[config.mk]
export PLATFORM = sky130hd
export DESIGN_NAME = pnph_div
export DESIGN_NICKNAME = d
export VERILOG_FILES = /design/src/design/pnph_div.sv
export SDC_FILE = /design/constraint.sdc
export NUM_CORES = 1
export LEC_CHECK = 0
export CAP_MARGIN = 10
export CORE_UTILIZATION = 25
export CTS_BUF_LIST = sky130_fd_sc_hd__clkbuf_8
export CTS_CLUSTER_SIZE = 25
export DETAILED_ROUTE_END_ITERATION = 10
export DONT_BUFFER_PORTS = 1
export PLACE_DENSITY = 0.49
export SYNTH_ARGS = -nofsm -noshare
export SYNTH_HDL_FRONTEND = slang
export SYNTH_SLANG_ARGS = --single-unit
[constraint.sdc]
create_clock -name clk_i -period 4.9 [get_ports clk_i]
set_clock_uncertainty 0.1 [all_clocks]
set_input_delay 0.735 -clock clk_i [delete_from_list [all_inputs] [get_ports clk_i]]
set_output_delay 0.735 -clock clk_i [all_outputs]
set_load 0.005 [all_outputs]
[src/design/pnph_div.sv]
// Restoring divider that produces one quotient bit per cycle.
module pnph_div #(
  parameter int unsigned NumBits = 42,
  parameter int unsigned DenBits = 34
) (
  input  logic               clk_i,
  input  logic               rst_ni,
  input  logic               start_i,
  input  logic [NumBits-1:0] num_i,
  input  logic [DenBits-1:0] den_i,
  output logic               done_o,
  output logic [NumBits-1:0] quot_o,
  output logic               inexact_o
);

  localparam int unsigned CntBits = $clog2(NumBits + 1);

  logic [NumBits-1:0] quot_q, quot_d;
  logic [DenBits:0]   rem_q, rem_d;
  logic [DenBits-1:0] den_q;
  logic [CntBits-1:0] cnt_q, cnt_d;
  logic               busy_q, busy_d;
  logic               done_q, done_d;
  logic [DenBits:0]   trial;

  // One shift and subtract step.
  always_comb begin
    quot_d = quot_q;
    rem_d  = rem_q;
    cnt_d  = cnt_q;
    busy_d = busy_q;
    done_d = 1'b0;
    trial  = {rem_q[DenBits-1:0], quot_q[NumBits-1]};
    if (start_i) begin
      quot_d = num_i;
      rem_d  = '0;
      cnt_d  = CntBits'(NumBits);
      busy_d = 1'b1;
    end else if (busy_q) begin
      if (trial >= {1'b0, den_q}) begin
        rem_d = trial - {1'b0, den_q};
        quot_d = {quot_q[NumBits-2:0], 1'b1};
      end else begin
        rem_d = trial;
        quot_d = {quot_q[NumBits-2:0], 1'b0};
      end
      cnt_d = cnt_q - 1'b1;
      if (cnt_q == CntBits'(1)) begin
        busy_d = 1'b0;
        done_d = 1'b1;
      end
    end
  end

  always_ff @(posedge clk_i or negedge rst_ni) begin
    if (!rst_ni) begin
      busy_q <= 1'b0;
      done_q <= 1'b0;
      cnt_q  <= '0;
    end else begin
      busy_q <= busy_d;
      done_q <= done_d;
      cnt_q  <= cnt_d;
    end
  end

  always_ff @(posedge clk_i) begin
    quot_q <= quot_d;
    rem_q  <= rem_d;
    if (start_i) begin
      den_q <= den_i;
    end
  end

  assign done_o    = done_q;
  assign quot_o    = quot_q;
  assign inexact_o = (rem_q != '0);

endmodule

Yosys cells after proc, flatten, opt, wreduce, memory -nomap -nowiden
Cells that the tools add are included.
{"block": "word_totals", "reg_bits": 119, "inputBits": 79, "output_inout_bits": 44, "elab_cells": 24}
{"block": "op_classes", "n_addsub": 2, "n_lt_le_gt_ge": 1, "n_eq_ne": 1, "muxes": 12, "reduce_logical": 2}
{"operator": "42-bit 2-to-1 mux", "count": 2}
{"operator": "35-bit by 34-bit >= comparator with 1-bit output", "count": 1}
{"operator": "35-bit 2-to-1 mux", "count": 1}
{"operator": "35-bit nonzero test", "count": 1}
{"operator": "35-bit by 34-bit subtractor with 35-bit output", "count": 1}
{"operator": "6-bit 2-to-1 mux", "count": 2}
{"operator": "1-bit 2-to-1 mux", "count": 7}
{"operator": "6-bit by 1-bit == test with 1-bit output (second input constant)", "count": 1}
{"operator": "6-bit by 1-bit subtractor with 6-bit output (second input constant)", "count": 1}
{"operator": "2-bit nonzero test", "count": 1}

Depth between registers and ports, before layout
{"block": "depth", "depth_word": 4, "mapped_depth": 14, "mapped_depth_nobuf": 13}

Least setup slack after synthesis
No wires, ideal clock.
{"block": "synth_path", "path_type": "reg2reg", "start": "register quot_q[41], in the netlist quot_o[41]", "end": "register rem_q[30]", "setup_ps": 103, "t_arrival_ps": 2824, "t_required_ps": 4697, "slack_ps": 1872, "stages_incl_launch_ff": 14, "path_buffers": 0, "period_less_slack_ps": 3028, "path_cell_list": "edfxtp_1 -> inv_1 -> ha_1 -> inv_1 -> fa_1 -> a21o_1 -> a221o_1 -> a21oi_2 -> o211a_1 -> nor3b_2 -> o2111ai_1 -> mux2i_1 -> nor3_1 -> a2111oi_2"}
{"block": "synth_between", "elab_chain_cells": 2, "elab_cells_between_ends": 3, "cone_classes": "add/sub (1); order compare (1); mux (1)"}
{"item": "start, declared", "line": "18", "source": "logic [NumBits-1:0] quot_q, quot_d;"}
{"item": "start signal, assigned", "line": "68", "source": "quot_q <= quot_d;"}
{"item": "35-bit by 34-bit subtractor with 35-bit output / 35-bit by 34-bit >= comparator with 1-bit output (equally long branches)", "line": "41, 40"}
{"item": "35-bit 2-to-1 mux (*)", "line": "40", "source": "if (trial >= {1'b0, den_q}) begin"}
{"item": "end signal, assigned", "line": "69", "source": "rem_q <= rem_d;"}
{"item": "end, declared", "line": "19", "source": "logic [DenBits:0] rem_q, rem_d;"}
Mark *: on every way between the ends. The rest lies on a longest branch, timed or not.
A chain may end at the register's enable or synchronous reset.

Final worst setup path
{"block": "layout_path", "start": "register quot_q[41], in the netlist quot_o[41]", "end": "register rem_q[22]"}
The elaborated chain is that of the path after synthesis.

==> metrics.md <==
| Metric | Value |
|---|---|
| Drt wl/cell | 16.5 um |
| Peak VDD IR | ~170 uV |
| Mux share of post-synthesis cell area | under 10% |
| DIE AREA | 0.0279 mm2 |
| Total number of vias | 4,800 |
| Max-slew headroom | between 20% and 30% |
| RSZ-0062 raised after global routing | no |
| CP max stage delay | 0.48 ns |
| Sequential Area | 0.00318 mm2 |
| DIE WIDTH | 167 um |
| Synthesized Nets | between 700 and 800 |
| Minimum clock period after layout | 3.52 ns |
| Critical Path Sink Type | register |
| Synth unique cells | 68 |
| Placed Instance Area | 0.00709 mm2 |
| Post-synth ARST share | 6.72% |
| Multi-input gate area | 0.00328 mm2 |
| Vias per inst | between 4 and 5 |
| Post-Route Utilization | 28.0% |
| Gr ovfl total | 0 |
| Area grow syn2layout | 10.3% |
| Std-Cell Core Area | 0.0268 mm2 |
| Fmax | 284 MHz |
| Largest family of logic cells by synthesized area | compound AO/OA/AOI/OAI gates |
| Effective utilization at floorplan | between 20% and 30% |
| Critical-path cell list | inv_1 -> ha_1 -> inv_1 -> fa_1 -> a21o_1 -> a221o_1 -> a21oi_2 -> o21ai_0 -> o31a_1 -> a31oi_1 -> xnor2_1 -> mux2i_1 -> a211oi_1 |
| Power Density | between 500 and 600 mW/mm2 |
| Worst-path cell with the longest stage delay | edfxtp_1 |
| Gpl congestion | 0.777 |
| Fin area | 0.00750 mm2 |
| Die H | 167 um |
| Crit. Startpoint | quot_o[41]$_DFFE_PP_ |
| Layout cells sized above 1 | 14.2% |
| Min-delay src | den_i[10] |
| Fill count | about 2,800 |
| Mapped Area | between 0.006 and 0.007 mm2 |
| DRT iter0 DRCs | 320 |
| H-Tree Level Count | 4 |
| Status | completed |
| Clk slew on worst S/H paths | roughly 0.090 ns |
| Flops & latches, synth | about 120 |
| Clk buf depth | 2 |
| CP dominant cell by count | inv_1 |
| Required @ worst endpoint | 5.16 ns |
| Adder-cell share of the synthesized area | between 6 and 7% |
| Final hold vios | 0 |
| Mean Syn Cell Area | 10.2 um2 |
| Arrival @ worst endpoint | between 3 and 4 ns |
| Clock Latency Late Sink | 0.45 ns |
| Fin Hold WS | 0.270 ns |
| Leakage power figure | 2.91 nW |
| Largest net degree at the start of global routing | between 100 and 150 |
| Nets | 773 |
| DRC violations left | 0 |
| IO buf count | 0 |
| Number of synthesized flops with an enable pin | between 70 and 80 |
| Final wirelength | ~17,000 um |
| Post-Synth Simple-Gate Area | 13.5% |
| Max-slew violations | 0 |
| Setup TNS | 0 ns |
| Pre-antenna DRT Iters | 4 |
| CP Class | reg -> reg |
| Clk sinks | about 120 |
| CTS Buf Count | 17 |
| Vias in the first global route | 4,944 |
| WP buf/inv | 2 |
| Gr usage total | 12.3% |
| Period utilization | a little under three quarters |
| Worst r2r src | quot_o[41]$_DFFE_PP_ |
| Worst hold path type | in -> reg |
| Site Rows | 60 |
| Sequential area share after synthesis | a little under half |
| Max Cap Viol | 0 |
| First-pass GRT wire length | 27,000 um |
| Final setup fails | 0 |
| Dpl hpwl | 11,700 um |
| Crit Path Max Fanout | 4 |
| YS warnings | 0 |
| CP Launch Type | register |
| CP top delay family | compound AO/OA/AOI/OAI gates |
| Top FF cell, synth | edfxtp_1 |
| ANT nets after route | 0 |
| Post-Synthesis Cells | 667 |
| Synth Area in XOR/XNOR | 4.12% |
| I/O pins | 123 |
| Compound-Gate Fraction of Synth Area | 15.5% |
| CTS tree | yes |
| Initial antenna violation count | 1 |
| CTS Root Cell | clkbuf_8 |
| Worst slew pin tran | 1.05 ns |
## worst register-to-register path, cell delays in order (launching register included)
cell and delay, ns:
edfxtp_1 0.48, inv_1 0.10, ha_1 0.16, inv_1 0.05, fa_1 0.40, a21o_1 0.22
a221o_1 0.36, a21oi_2 0.28, o21ai_0 0.20, o31a_1 0.31, a31oi_1 0.28, xnor2_1 0.17
mux2i_1 0.10, a211oi_1 0.24
## Yosys cell counts (3+ instances only)
cell type	number	share of area [%]
nor3_1	8	0.59
nand2_2	3	0.28
dfrtp_1	8	2.9
a21oi_1	38	2.8
buf_2	4	0.29
and3_1	5	0.46
nand3_1	8	0.59
o31a_1	4	0.51
nand2_1	75	4.1
ha_1	36	6.6
nor4_1	10	0.92
inv_1	46	2.5
a211oi_1	8	0.88
nor2_1	54	3.0
nand2b_1	7	0.64
clkbuf_1	19	1.0
xnor2_1	19	2.4
o21ai_0	25	1.8
dfxtp_1	35	10
edfxtp_1	76	34
mux2_2	42	7.0
o31ai_1	3	0.33
or3_1	3	0.28
a31oi_1	4	0.37
buf_4	5	0.55
nand4_1	8	0.74
o21bai_1	6	0.66
a311oi_1	25	3.2
and2_1	3	0.28
mux2i_1	8	1.2
xor2_1	13	1.7
a21o_1	14	1.5
## path summary, 6_finish.rpt
check                                         end  slack [ns]  cells past startpoint
setup / recovery           rem_q[22]$_SDFFE_PP0P_        1.38                     13
hold / removal                den_q[10]$_DFFE_PP_        0.27                      0
setup reg to reg           rem_q[22]$_SDFFE_PP0P_        1.38                     13
hold reg to reg            rem_q[34]$_SDFFE_PP0P_        0.41                      2
max in group asynchronous        busy_q$_DFF_PN0_        3.86                      1
min in group asynchronous    cnt_q[0]$_DFFE_PN0P_        0.53                      1
## layer usage
layer  track usage [%]  vias up  wire (um)
li1                  -     2425          -
met1              16.3     2274       7990
met2              19.7       85       7840
met3              3.11       16        642
met4              3.70        0        253
met5                 0        -          0
## timing repair
action	4_1_cts	5_1_grt
gates resized for setup	0	0
hold buffers	1	0
hold endpoints to repair	8	0
endpoints found under the setup margin	0	0
setup buffers	0	0
## sequential cells by signal, summed over array words and instances (netlist names)
name    cells
rem_q      35
den_q      34
cnt_q       6
done_o      1
quot_o     42
busy_q      1
## report_power, final
part / internal [mW] / switching (mW) / leakage (nW)
Sequential: 1.26 / 0.190 / 1.15
Clock: 0.465 / 0.483 / 0.207
Combinational: 0.687 / 1.01 / 1.55
Total: 2.42 / 1.68 / 2.91
## through the flow
| stage | power (mW) | setup WS, ns | instances |
|---|---|---|---|
| after detailed placement | 3.17 | 1.35 | 978 |
| after floorplan | 2.79 | 1.87 | 667 |
| after CTS | 4.15 | 1.31 | 1011 |
| final | 4.10 | 1.38 | 1012 |
| after global placement | 3.18 | 1.37 | 978 |
| after global routing | 4.40 | 1.07 | 1012 |
## logic make-up (layout without fill, tap and decap cells)
group	after synthesis	count (layout)
other	0	1
and+or+nand+nor	197	197
AOI/OAI and AO/OA	152	152
adders and majority gates	37	37
muxes	50	50
xor gates and xnor gates	32	32
buffers and inverters	80	83
DFF	119	119
## layout by cell type (no fill, tap or decap), drive strengths merged, types with 9 or more instances in the layout
cell type	count
nand2	78
edfxtp	76
nor2	56
inv	54
mux2	42
a21oi	39
ha	36
dfxtp	35
a311oi	26
o21ai	25
xnor2	19
clkbuf	17
a21o	14
xor2	13
nor4	10
nand3	9
## layout make-up
| type | count | share of cell area, % |
|---|---|---|
| multi-input cells | 468 | 43.7 |
| flip-flops and latches | 119 | 42.4 |
| well taps | 341 | 5.69 |
| clock buffers | 17 | 3.12 |
| inverters | 47 | 2.35 |
| clock inverters | 15 | 2.25 |
| repair buffers | 4 | 0.434 |
| diodes | 1 | 0.0333 |
Power figures use the tool's default switching activity.
